## src/rtl/core/dqp_pkg.sv

```systemverilog
// dqp_pkg: shared types and constants for the dns query parser core
// no dependencies; imported by every module of the core

package dqp_pkg;

    localparam int MAX_NAME_CHARS_DEF = 256;
    localparam int HEADER_BYTES       = 12;
    localparam int TYPE_CLASS_BYTES   = 4;
    localparam int HDR_WORDS          = 5;
    localparam int CMP_W              = 17;

    localparam int W_ID        = 0;
    localparam int W_FLAGS     = 1;
    localparam int W_QUESTIONS = 2;
    localparam int W_ANSWERS   = 3;
    localparam int W_AUTHORITY = 4;

    localparam logic [2:0] ST_OK        = 3'd0;
    localparam logic [2:0] ST_ANSWERS   = 3'd1;
    localparam logic [2:0] ST_AUTHORITY = 3'd2;
    localparam logic [2:0] ST_QCOUNT    = 3'd3;
    localparam logic [2:0] ST_NAME_BAD  = 3'd4;
    localparam logic [2:0] ST_NO_ROOM   = 3'd5;

    localparam logic KIND_CHAR   = 1'b0;
    localparam logic KIND_RECORD = 1'b1;

    localparam logic [7:0] DOT_CHAR = 8'h2e;

    typedef struct packed {
        logic [7:0]  in_byte;
        logic [15:0] message_length;
        logic        last_byte;
    } query_t;

    typedef struct packed {
        logic        out_kind;
        logic [7:0]  name_char;
        logic [2:0]  status;
        logic [15:0] query_id;
        logic [15:0] header_flags;
        logic [15:0] question_type;
        logic [15:0] question_class;
    } result_t;

    typedef struct packed {
        logic    hit;
        result_t res;
    } step_t;

endpackage

```

## src/rtl/core/dqp_in_stage.sv

```systemverilog
// dqp_in_stage: input register of the parser core
// depends on dqp_pkg

module dqp_in_stage (
    input  logic           clk,
    input  logic           rst_n,
    input  logic           query_valid,
    output logic           query_stall,
    input  dqp_pkg::query_t query,
    input  logic           room,
    output logic           fire,
    output dqp_pkg::query_t held
);
    import dqp_pkg::*;

    logic   valid_reg;
    query_t query_reg;

    assign query_stall = valid_reg && !room;
    assign fire        = valid_reg && room;
    assign held        = query_reg;

    always_ff @(posedge clk or negedge rst_n)
    begin
        if (!rst_n)
        begin
            valid_reg <= 1'b0;
        end
        else if (!query_stall)
        begin
            valid_reg <= query_valid;
        end
    end

    always_ff @(posedge clk)
    begin
        if (query_valid && !query_stall)
        begin
            query_reg <= query;
        end
    end

endmodule

```

## src/rtl/core/dqp_parse.sv

```systemverilog
// dqp_parse: message state and per-byte decode of header, name and type/class
// depends on dqp_pkg

module dqp_parse #(
    parameter int MAX_NAME_CHARS = dqp_pkg::MAX_NAME_CHARS_DEF
) (
    input  logic            clk,
    input  logic            rst_n,
    input  logic            fire,
    input  dqp_pkg::query_t query,
    output dqp_pkg::step_t  step
);
    import dqp_pkg::*;

    localparam int NI_W = $clog2(MAX_NAME_CHARS);

    typedef enum logic [2:0] {
        PH_HEADER,
        PH_NAME_LEN,
        PH_NAME_CHARS,
        PH_TYPE_CLASS,
        PH_DONE
    } phase_t;

    phase_t      phase_reg, phase_next;
    logic [15:0] pos_reg, pos_next;
    logic [15:0] hdr_reg [HDR_WORDS];
    logic [15:0] hdr_next [HDR_WORDS];
    logic [NI_W-1:0] name_idx_reg, name_idx_next;
    logic [7:0]  rem_reg, rem_next;
    logic [31:0] shift_reg, shift_next;

    logic        hit;
    result_t     res;
    logic [2:0]  hdr_sel;
    logic        dot;
    logic [CMP_W-1:0] j_sum;
    logic [CMP_W-1:0] len_sum;
    logic        bad;
    logic [2:0]  hdr_status;

    function automatic result_t make_record(
        input logic [2:0]  st,
        input logic [15:0] id,
        input logic [15:0] flags,
        input logic [15:0] qt,
        input logic [15:0] qc
    );
        result_t r;
        r.out_kind       = KIND_RECORD;
        r.name_char      = '0;
        r.status         = st;
        r.query_id       = id;
        r.header_flags   = flags;
        r.question_type  = qt;
        r.question_class = qc;
        return r;
    endfunction

    function automatic result_t make_char(input logic [7:0] c);
        result_t r;
        r           = '0;
        r.out_kind  = KIND_CHAR;
        r.name_char = c;
        return r;
    endfunction

    assign hdr_sel = pos_reg[3:1];
    assign dot     = (name_idx_reg != '0);
    assign j_sum   = CMP_W'(name_idx_reg) + CMP_W'(dot);
    assign len_sum = j_sum + CMP_W'(query.in_byte);
    assign bad     = (len_sum >= CMP_W'(MAX_NAME_CHARS))
                  || ((query.message_length >= 16'(HEADER_BYTES))
                      && (len_sum >= CMP_W'(query.message_length - 16'(HEADER_BYTES))));

    always_comb
    begin
        if (hdr_reg[W_ANSWERS] != '0)
        begin
            hdr_status = ST_ANSWERS;
        end
        else if (hdr_reg[W_AUTHORITY] != '0)
        begin
            hdr_status = ST_AUTHORITY;
        end
        else if (hdr_reg[W_QUESTIONS] != 16'd1)
        begin
            hdr_status = ST_QCOUNT;
        end
        else
        begin
            hdr_status = ST_OK;
        end
    end

    always_comb
    begin
        phase_next    = phase_reg;
        hdr_next      = hdr_reg;
        name_idx_next = name_idx_reg;
        rem_next      = rem_reg;
        shift_next    = shift_reg;
        hit           = 1'b0;
        res           = '0;

        case (phase_reg)
            PH_HEADER:
            begin
                if (hdr_sel < 3'(HDR_WORDS))
                begin
                    hdr_next[hdr_sel] = {hdr_reg[hdr_sel][7:0], query.in_byte};
                end
                if (pos_reg >= 16'(HEADER_BYTES - 1))
                begin
                    if (hdr_status != ST_OK)
                    begin
                        hit        = 1'b1;
                        res        = make_record(hdr_status, hdr_next[W_ID],
                                                 hdr_next[W_FLAGS], '0, '0);
                        phase_next = PH_DONE;
                    end
                    else
                    begin
                        phase_next    = PH_NAME_LEN;
                        name_idx_next = '0;
                    end
                end
            end
            PH_NAME_LEN:
            begin
                if (query.in_byte == '0)
                begin
                    if (CMP_W'(query.message_length)
                        < CMP_W'(pos_reg) + CMP_W'(TYPE_CLASS_BYTES + 1))
                    begin
                        hit        = 1'b1;
                        res        = make_record(ST_NO_ROOM, hdr_reg[W_ID],
                                                 hdr_reg[W_FLAGS], '0, '0);
                        phase_next = PH_DONE;
                    end
                    else
                    begin
                        phase_next = PH_TYPE_CLASS;
                        rem_next   = 8'(TYPE_CLASS_BYTES);
                        shift_next = '0;
                    end
                end
                else if (bad)
                begin
                    hit        = 1'b1;
                    res        = make_record(ST_NAME_BAD, hdr_reg[W_ID],
                                             hdr_reg[W_FLAGS], '0, '0);
                    phase_next = PH_DONE;
                end
                else
                begin
                    name_idx_next = j_sum[NI_W-1:0];
                    rem_next      = query.in_byte;
                    phase_next    = PH_NAME_CHARS;
                    if (dot)
                    begin
                        hit = 1'b1;
                        res = make_char(DOT_CHAR);
                    end
                end
            end
            PH_NAME_CHARS:
            begin
                hit           = 1'b1;
                res           = make_char(query.in_byte);
                name_idx_next = name_idx_reg + NI_W'(1);
                rem_next      = rem_reg - 8'd1;
                if (rem_reg == 8'd1)
                begin
                    phase_next = PH_NAME_LEN;
                end
            end
            PH_TYPE_CLASS:
            begin
                shift_next = {shift_reg[23:0], query.in_byte};
                rem_next   = rem_reg - 8'd1;
                if (rem_reg == 8'd1)
                begin
                    hit        = 1'b1;
                    res        = make_record(ST_OK, hdr_reg[W_ID], hdr_reg[W_FLAGS],
                                             shift_next[31:16], shift_next[15:0]);
                    phase_next = PH_DONE;
                end
            end
            default:
            begin
            end
        endcase

        pos_next = (pos_reg != 16'hffff) ? pos_reg + 16'd1 : pos_reg;

        if (query.last_byte)
        begin
            if (phase_next != PH_DONE)
            begin
                hit = 1'b1;
                res = make_record(ST_NO_ROOM, hdr_next[W_ID], hdr_next[W_FLAGS], '0, '0);
            end
            phase_next    = PH_HEADER;
            pos_next      = '0;
            name_idx_next = '0;
            rem_next      = '0;
            shift_next    = '0;
            for (int i = 0; i < HDR_WORDS; i++)
            begin
                hdr_next[i] = '0;
            end
        end
    end

    assign step = {fire && hit, res};

    always_ff @(posedge clk or negedge rst_n)
    begin
        if (!rst_n)
        begin
            phase_reg    <= PH_HEADER;
            pos_reg      <= '0;
            name_idx_reg <= '0;
            rem_reg      <= '0;
            shift_reg    <= '0;
            for (int i = 0; i < HDR_WORDS; i++)
            begin
                hdr_reg[i] <= '0;
            end
        end
        else if (fire)
        begin
            phase_reg    <= phase_next;
            pos_reg      <= pos_next;
            name_idx_reg <= name_idx_next;
            rem_reg      <= rem_next;
            shift_reg    <= shift_next;
            for (int i = 0; i < HDR_WORDS; i++)
            begin
                hdr_reg[i] <= hdr_next[i];
            end
        end
    end

endmodule

```

## src/rtl/core/dqp_out_stage.sv

```systemverilog
// dqp_out_stage: result register of the parser core
// depends on dqp_pkg

module dqp_out_stage (
    input  logic             clk,
    input  logic             rst_n,
    input  dqp_pkg::step_t   step,
    output logic             room,
    output logic             result_valid,
    input  logic             result_stall,
    output dqp_pkg::result_t result
);
    import dqp_pkg::*;

    logic    valid_reg;
    result_t result_reg;

    assign room         = !valid_reg || !result_stall;
    assign result_valid = valid_reg;
    assign result       = result_reg;

    always_ff @(posedge clk or negedge rst_n)
    begin
        if (!rst_n)
        begin
            valid_reg <= 1'b0;
        end
        else if (room)
        begin
            valid_reg <= step.hit;
        end
    end

    always_ff @(posedge clk)
    begin
        if (room && step.hit)
        begin
            result_reg <= step.res;
        end
    end

endmodule

```

## src/rtl/core/dns_query_parser_core.sv

```systemverilog
// dns_query_parser_core: top level of the streaming dns query parser
// depends on dqp_pkg, dqp_in_stage, dqp_parse, dqp_out_stage
//
// Takes one message byte per cycle and, through the input register and then
// the result register, gives one name character, one final record or nothing
// for that byte. A byte's decode is a single pass of position and phase logic
// between the two registers, so a new byte is taken every cycle while results
// are taken; the parse state carries from one byte to the next
// and returns to the header phase after the byte marked last. The core holds
// off input only while a finished result waits under stall and the input
// register is full. MAX_NAME_CHARS sets the longest decoded name.

module dns_query_parser_core #(
    parameter int MAX_NAME_CHARS = dqp_pkg::MAX_NAME_CHARS_DEF
) (
    input  logic             clk,
    input  logic             rst_n,
    input  logic             query_valid,
    output logic             query_stall,
    input  dqp_pkg::query_t  query,
    output logic             result_valid,
    input  logic             result_stall,
    output dqp_pkg::result_t result
);
    import dqp_pkg::*;

    logic   room;
    logic   fire;
    query_t held;
    step_t  step;

    dqp_in_stage u_in_stage (
        .clk         (clk),
        .rst_n       (rst_n),
        .query_valid (query_valid),
        .query_stall (query_stall),
        .query       (query),
        .room        (room),
        .fire        (fire),
        .held        (held)
    );

    dqp_parse #(
        .MAX_NAME_CHARS (MAX_NAME_CHARS)
    ) u_parse (
        .clk   (clk),
        .rst_n (rst_n),
        .fire  (fire),
        .query (held),
        .step  (step)
    );

    dqp_out_stage u_out_stage (
        .clk          (clk),
        .rst_n        (rst_n),
        .step         (step),
        .room         (room),
        .result_valid (result_valid),
        .result_stall (result_stall),
        .result       (result)
    );

endmodule

```

## config.mk

```make
export PLATFORM = sky130hd
export DESIGN_NAME = dns_query_parser_core
export DESIGN_NICKNAME = d
export VERILOG_FILES = /design/src/rtl/core/dqp_pkg.sv /design/src/rtl/core/dqp_in_stage.sv /design/src/rtl/core/dqp_parse.sv /design/src/rtl/core/dqp_out_stage.sv /design/src/rtl/core/dns_query_parser_core.sv
export SDC_FILE = /design/constraint.sdc
export NUM_CORES = 1
export LEC_CHECK = 0
export BUFFER_PORTS_ARGS = -buffer_cell sky130_fd_sc_hd__buf_2
export CORE_UTILIZATION = 40
export CTS_CLUSTER_DIAMETER = 60
export CTS_CLUSTER_SIZE = 30
export DETAILED_ROUTE_END_ITERATION = 10
export HOLD_SLACK_MARGIN = 0.02
export PLACE_DENSITY = 0.57
export SLEW_MARGIN = 20
export SYNTH_ARGS = -nofsm -noshare
export SYNTH_HDL_FRONTEND = slang
export SYNTH_HIERARCHICAL = 1
export SYNTH_SLANG_ARGS = --single-unit
```

## constraint.sdc

```tcl
create_clock -name clk -period 18.2 [get_ports clk]
set_clock_uncertainty 0.05 [all_clocks]
set_input_delay 3.64 -clock clk [delete_from_list [all_inputs] [get_ports clk]]
set_output_delay 3.64 -clock clk [all_outputs]
set_load 0.01 [all_outputs]
```

==> results.yml, run 1 <==
synthesis:
  ys_seq_elements: 242
  synth_cells: 1243
  synth_edf_count: 101
  synth-seq-area-share_pct: 51.7
  synthTopCellsByCount: "nand2_1 (148), dfrtp_1 (141), o21ai_0 (118)"
  postSynth.asyncResetShare_pct: 58.3
  syn-num-nets: 1313
  synth_area_per_cell_um2: 10.2
  yosysTopAreaCellShare_pct: 27.8
  synth_area_leader_cell: "dfrtp_1"
  yosys_warnings: 6
  synth.most_common_cell: "nand2_1"
  ys.flop_type: "dfrtp_1"
  synth_cell_types: 77
  synth_area_leaders: "dfrtp_1 (28%), edfxtp_1 (24%), o21ai_0 (4.7%)"
  synth_area_mm2: 0.0127
die:
  die_w_um: 180
  rows: 64
  die_area_mm2: 0.0324
  initial_utilization_pct: 41.0
  core_area_mm2: 0.0309
  io_pins: 107
  die_h_um: 180
run_status:
  status: "finished, final reports clean"
drt:
  ant_nets: 0
  drt_iter0_markers: 982
  wl_met3_um: 1970
  met2WireLength_um: 14300
  highest_layer: "met4"
  first_pass_iters: 5
  routedWlPerCell_um: 19.1
  via_count: 9926
  drt_wl_total_um: 32800
  viasPerCell: 5.77
  wl_met1_um: 16000
  drcViolationCount: 0
timing:
  maxSlewViolCount: 0
  setup_ws_ns: 10.36
  rsz0062_at_grt: "no"
  fin_crit_ns: 7.84
  post-route-period-util_pct: 43.1
  setup_violations: 0
  maxClockFrequency_mhz: 128
  maxSlewHeadroom_pct: 24.6
  setup_tns_ns: 0
  finalHoldViolations: 0
  worst_pin_slew_ns: 1.12
placed_design:
  io_buffer_count: 106
  preCtsSetupSlack_ns: 10.36
  hpwl_um: 21600
  place.gp.congestion: 0.857
  dp.cells: 1677
pwr:
  p_sw_share_pct: 36.8
  powerDensity_mw_per_mm2: 120
  leakage_nw: 5.67
  seqPwrFrac_pct: 43.1
  p_int_w: 0.00109
  p_sw_w: 0.000635
  clkPwrFrac_pct: 28.4
  pwr-share-comb_pct: 28.5
  ir_worst_vdd_mv: 0.0817
clock_tree:
  clockBufferDepth: 3
  cts_inserted_buffers: 23
  ctsResizeCount: 0
  post_cts_buffers: 0
  ctsHoldBuffers: 0
  h-tree-depth: 1
  clk_latency_ns: 0.53
  clk_pin_slew_ns: 0.07
  cts.sinks: 242
  cts_tree: "yes"
  cts_root_buf: "clkbuf_16"
critical_path:
  reg2reg_slack_ns: 11.74
  crit_type: "in2out"
  cp.required_ns: 14.51
  r2r_start: "u_parse/name_idx_reg[0]$_DFFE_PN0P_"
  slowest_stage: "nand2b_4"
  crit_top_cell: "buf_2"
  critPathLaunch: "result_stall"
  crit_path_end_kind: "primary output"
  cp-endpoint: "query_stall"
  r2r-end: "u_out_stage/result[12]$_DFFE_PP_"
  reg2reg_depth: 25
  crit_arrival_ns: 4.15
  worstPathMaxFanout: 3
  crit_chain: "buf_2 > nand2_1 > nand2b_4 > inv_1 > buf_2"
  max_stage_delay_ns: 0.15
  cp-start-kind: "input port"
run:
  maxCapViolCount: 0
finish:
  seq_area_mm2: 0.00656
  layout.nets: 1378
  n_antenna_cell: 0
  layout-drive-gt1-share_pct: 14.6
  nFillCells: 2928
  fin_cells: 1721
  syn2layout_area_growth_pct: 13.1
  multi_input_area_mm2: 0.00573
  largest_reg_flops: 80
worst_hold_path:
  worstHoldPathType: "reg2reg"
global_routing:
  grt_pass1_wl_um: 53300
  overflow: 0
  grt_use_total_pct: 20.4
  antenna_found_initial: 0
  grt_pass1_vias: 9474
  grt_max_degree: 77
==> critical path: cells and delay by family <==
| kind | cells | cell delay [ns] |
|---|---|---|
| buffers and inverters | 3 | 0.29 |
| and+or+nand+nor | 2 | 0.22 |
==> routing by layer <==
| metal | GRT usage, % | vias to the layer above |
|---|---|---|
| li1 | - | 4760 |
| met1 | 30.5 | 4778 |
| met2 | 31.6 | 351 |
| met3 | 2.79 | 37 |
| met4 | 4.17 | 0 |
| met5 | 0 | - |
==> worst min-delay path by stage <==
stage	startpoint	end	slack, ns	cells past startpoint
global route	u_parse/hdr_reg[47]$_DFFE_PN0P_	u_parse/hdr_reg[47]$_DFFE_PN0P_	0.46	2
finish	u_parse/shift_reg[17]$_DFFE_PN0P_	u_parse/shift_reg[17]$_DFFE_PN0P_	0.42	2
global placement	u_parse/shift_reg[16]$_DFFE_PN0P_	u_parse/shift_reg[16]$_DFFE_PN0P_	0.41	2
detailed placement	u_parse/shift_reg[16]$_DFFE_PN0P_	u_parse/shift_reg[16]$_DFFE_PN0P_	0.41	2
CTS	u_parse/shift_reg[16]$_DFFE_PN0P_	u_parse/shift_reg[16]$_DFFE_PN0P_	0.43	2
floorplan	u_parse/shift_reg[16]$_DFFE_PN0P_	u_parse/shift_reg[16]$_DFFE_PN0P_	0.39	2
==> power by group through the flow <==
stage,registers (W),clock network (W),logic [W]
after global placement,0.000752,0,0.000476
final,0.000743,0.000490,0.000491
after detailed placement,0.000753,0,0.000480
after CTS,0.000743,0.000505,0.000482
after global routing,0.000755,0.000522,0.000542
after floorplan,0.000742,0,0.000319
==> logic make-up (layout without fill, tap and decap cells) <==
kind of cell	count (synthesis)	in the layout	share of synthesized area, %
and+or+nand+nor	427	427	16.6
xor gates and xnor gates	41	41	2.83
DFF	242	242	51.7
muxes	21	21	1.69
AOI/OAI and AO/OA	365	365	19.6
buffers and inverters	106	188	3.48
adders and majority gates	41	41	4.10
==> stage by stage <==
step	power [W]	cell area (µm²)	hold WS [ns]	util [%]
final	0.00172	14300	0.423	46.4
after global routing	0.00182	14300	0.461	46.4
after CTS	0.00173	14300	0.430	46.2
after detailed placement	0.00123	13500	0.414	43.7
after global placement	0.00123	13500	0.406	43.7
after floorplan	0.00106	12700	0.392	-
==> cell type report <==
cell class                      count  area share, %
Tap cell                          396           3.45
Multi-Input combinational cell    895           39.9
Timing Repair Buffer              126           4.98
Inverter                           20          0.523
Sequential cell                   242           45.7
Clock inverter                     17           1.31
Clock buffer                       25           4.07
==> placed cells by master (no fill, tap or decap), types with 13 or more instances in the layout <==
cell	Yosys	final
a22o_1	25	25
o21ai_1	20	16
o2bb2ai_1	33	33
ha_1	40	40
clkbuf_16	0	23
a21oi_1	27	26
inv_1	19	19
nand3_1	52	52
dfrtp_1	141	141
o211ai_1	36	36
o21ai_0	118	118
nor2_1	66	65
nor4_1	21	21
mux2i_1	18	18
buf_4	1	18
edfxtp_1	101	101
nand2_1	148	148
buf_2	14	105
xnor2_1	20	20
a22oi_1	33	33
o31ai_1	13	13
and2_1	44	44
xor2_1	21	21
nor3_1	30	29
(Power assumes the default switching activity.)
==> inputs of run 2 (changes only) <==
ABC_AREA = 1   (was not set)
clock period = 7.5 ns   (was 18.2 ns; I/O delays follow)
==> results.yml, run 2 <==
run_status:
  status: "finished, final reports clean"
placed_design:
  place_area_mm2: 0.0137
  place.gp.congestion: 0.899
  hpwl_um: 22600
  dp.cells: 1879
  io_buffer_count: 106
  preCtsSetupSlack_ns: 1.69
drt:
  drt_iter0_markers: 916
  via_count: 10300
  viasPerCell: 5.37
  ant_nets: 0
  first_pass_iters: 5
  drcViolationCount: 0
  drt_wl_total_um: 33200
  routedWlPerCell_um: 17.2
global_routing:
  grt_max_degree: 83
  grt_use_total_pct: 20.2
  antenna_found_initial: 0
  grt_pass1_vias: 10000
  grt_pass1_wl_um: 53400
  overflow: 0
die:
  io_pins: 107
  die_h_um: 181
  core_area_mm2: 0.0316
  rows: 65
  initial_utilization_pct: 40.7
  die_area_mm2: 0.0329
  die_w_um: 181
critical_path:
  crit_type: "reg2reg"
  cp-start-kind: "flop"
  crit_arrival_ns: 5.93
  crit_path_end_kind: "flop"
  reg2reg_slack_ns: 1.72
  crit_top_cell: "nand2_1"
  slowest_stage: "nor4_1"
  max_stage_delay_ns: 0.44
  cp.required_ns: 7.65
  worstPathMaxFanout: 76
finish:
  layout-drive-gt1-share_pct: 15.0
  syn2layout_area_growth_pct: 13.5
  n_antenna_cell: 0
  layout.nets: 1575
  final_common_cell: "inv_1"
  final_area_mm2: 0.0146
  fin_cells: 1927
  largest_reg_flops: 80
  final_cell_mix: "inv_1 (216), nand2_1 (153), dfrtp_1 (141)"
clock_tree:
  clk_latency_ns: 0.55
  ctsResizeCount: 0
  post_cts_buffers: 0
  ctsHoldBuffers: 0
  cts_inserted_buffers: 26
  cts_tree: "yes"
  h-tree-depth: 1
  clk_pin_slew_ns: 0.07
  clockBufferDepth: 3
  cts.sinks: 242
  cts_root_buf: "clkbuf_16"
synthesis:
  synth_compound_area_share_pct: 17.5
  synth_mux_area_share_pct: 0
  synth_area_leader_cell: "dfrtp_1"
  synth_area_mm2: 0.0129
  synth_xor_area_share_pct: 2.04
  synth_top_family_by_area: "compound AO/OA/AOI/OAI gates"
  postSynth.asyncResetShare_pct: 58.3
  synth.most_common_cell: "inv_1"
  synthTopCellsByCount: "inv_1 (216), nand2_1 (153), dfrtp_1 (141)"
  yosys_warnings: 6
  synth_fa_ha_area_share_pct: 4.04
  ys_seq_elements: 242
  synth-seq-area-share_pct: 50.9
  ys.flop_type: "dfrtp_1"
  yosysTopAreaCellShare_pct: 27.4
  synth_cells: 1418
  syn-num-nets: 1488
  synth_edf_count: 101
  synth-simple-area-share_pct: 16.4
  synth_area_leaders: "dfrtp_1 (27%), edfxtp_1 (24%), inv_1 (6.3%)"
  synth_area_per_cell_um2: 9.09
  synth_cell_types: 53
timing:
  worst_pin_slew_ns: 0.886
  fin_crit_ns: 5.78
  finalHoldViolations: 0
  maxClockFrequency_mhz: 173
  setup_tns_ns: 0
  maxSlewViolCount: 0
  post-route-period-util_pct: 77.0
  maxSlewHeadroom_pct: 40.9
  rsz0062_at_grt: "no"
  setup_violations: 0
  setup_ws_ns: 1.72
  whs_ns: 0.484
pwr:
  clkPwrFrac_pct: 29.5
  seqPwrFrac_pct: 39.8
  powerDensity_mw_per_mm2: 302
  p_sw_w: 0.00169
  p_sw_share_pct: 38.2
  leakage_nw: 6.12
  p_int_w: 0.00273
  pwr-share-comb_pct: 30.7
  ir_worst_vdd_mv: 0.197
worst_hold_path:
  worstHoldPathType: "reg2reg"
run:
  maxCapViolCount: 0
## run 2: cell count changes after synthesis, sizes merged, moves of 30 or more
| cell | previous run | this run |
|---|---|---|
| a21oi | 27 | 86 |
| a22oi | 33 | 3 |
| and2 | 45 | 0 |
| clkbuf | 65 | 32 |
| inv | 20 | 226 |
| nor2 | 66 | 150 |
| o22ai | 4 | 83 |
| o2bb2ai | 33 | 0 |
## run 2: area by class of cell
type | count | area [µm²]
fillers | 3029 | 17000
flip-flops and latches | 242 | 6560
multi-input cells | 889 | 5170
inverters | 229 | 861
clock buffers | 31 | 703
repair buffers | 117 | 632
well taps | 402 | 503
clock inverters | 17 | 184
## run 2: critical path: cells and delay by family, from the launching register on
family                   cells  cell delay [ns]
flip-flops                   1             0.41
adder cells (fa/ha/maj)      4             0.98
XOR/XNOR                     1             0.26
AND/OR/NAND/NOR             19             2.19
AO/OA/AOI/OAI                5             0.81
buffers and inverters        5             0.68
## run 2: final timing paths
path | endpoint | from | cells after the start
max | u_out_stage/result[58]$_DFFE_PP_ | u_parse/name_idx_reg[0]$_DFFE_PN0P_ | 34
min | u_parse/shift_reg[2]$_DFFE_PN0P_ | u_parse/shift_reg[2]$_DFFE_PN0P_ | 1
max reg2reg | u_out_stage/result[58]$_DFFE_PP_ | u_parse/name_idx_reg[0]$_DFFE_PN0P_ | 34
min reg2reg | u_parse/shift_reg[2]$_DFFE_PN0P_ | u_parse/shift_reg[2]$_DFFE_PN0P_ | 1
max in group asynchronous | u_parse/pos_reg[15]$_DFFE_PN0P_ | rst_n | 2
min in group asynchronous | u_parse/hdr_reg[57]$_DFFE_PN0P_ | rst_n | 1
## run 2: routing by layer
metal  track usage [%]  vias to the layer above  wire (µm)
met5                 0                        -          0
met4              5.73                        0        602
met3              2.53                       45       1920
met2              32.2                      307      15000
met1              28.9                     4921      15700
li1                  -                     5071          -
## run 2: power by group through the flow
stage	registers, W	clock network [W]	logic, W
floorplan	0.00176	0	0.000930
global placement	0.00178	0	0.00132
detailed placement	0.00178	0	0.00134
CTS	0.00176	0.00134	0.00134
global route	0.00178	0.00139	0.00151
finish	0.00176	0.00130	0.00136
## run 2: kinds of logic (layout without fill, tap and decap cells)
logic type,Yosys count,count (layout)
xor+xnor,30,30
compound gates,380,380
simple gates,438,438
flops,242,242
buf+inv,287,394
fa+ha+maj,41,41
## run 2: metrics by stage
| step | total power (W) | util, % |
|---|---|---|
| 3_3_place_gp | 0.00310 | 43.4 |
| 5_1_grt | 0.00468 | 46.2 |
| 3_5_place_dp | 0.00312 | 43.4 |
| 4_1_cts | 0.00444 | 46.2 |
| 2_1_floorplan | 0.00269 | - |
| 6_report | 0.00442 | 46.2 |
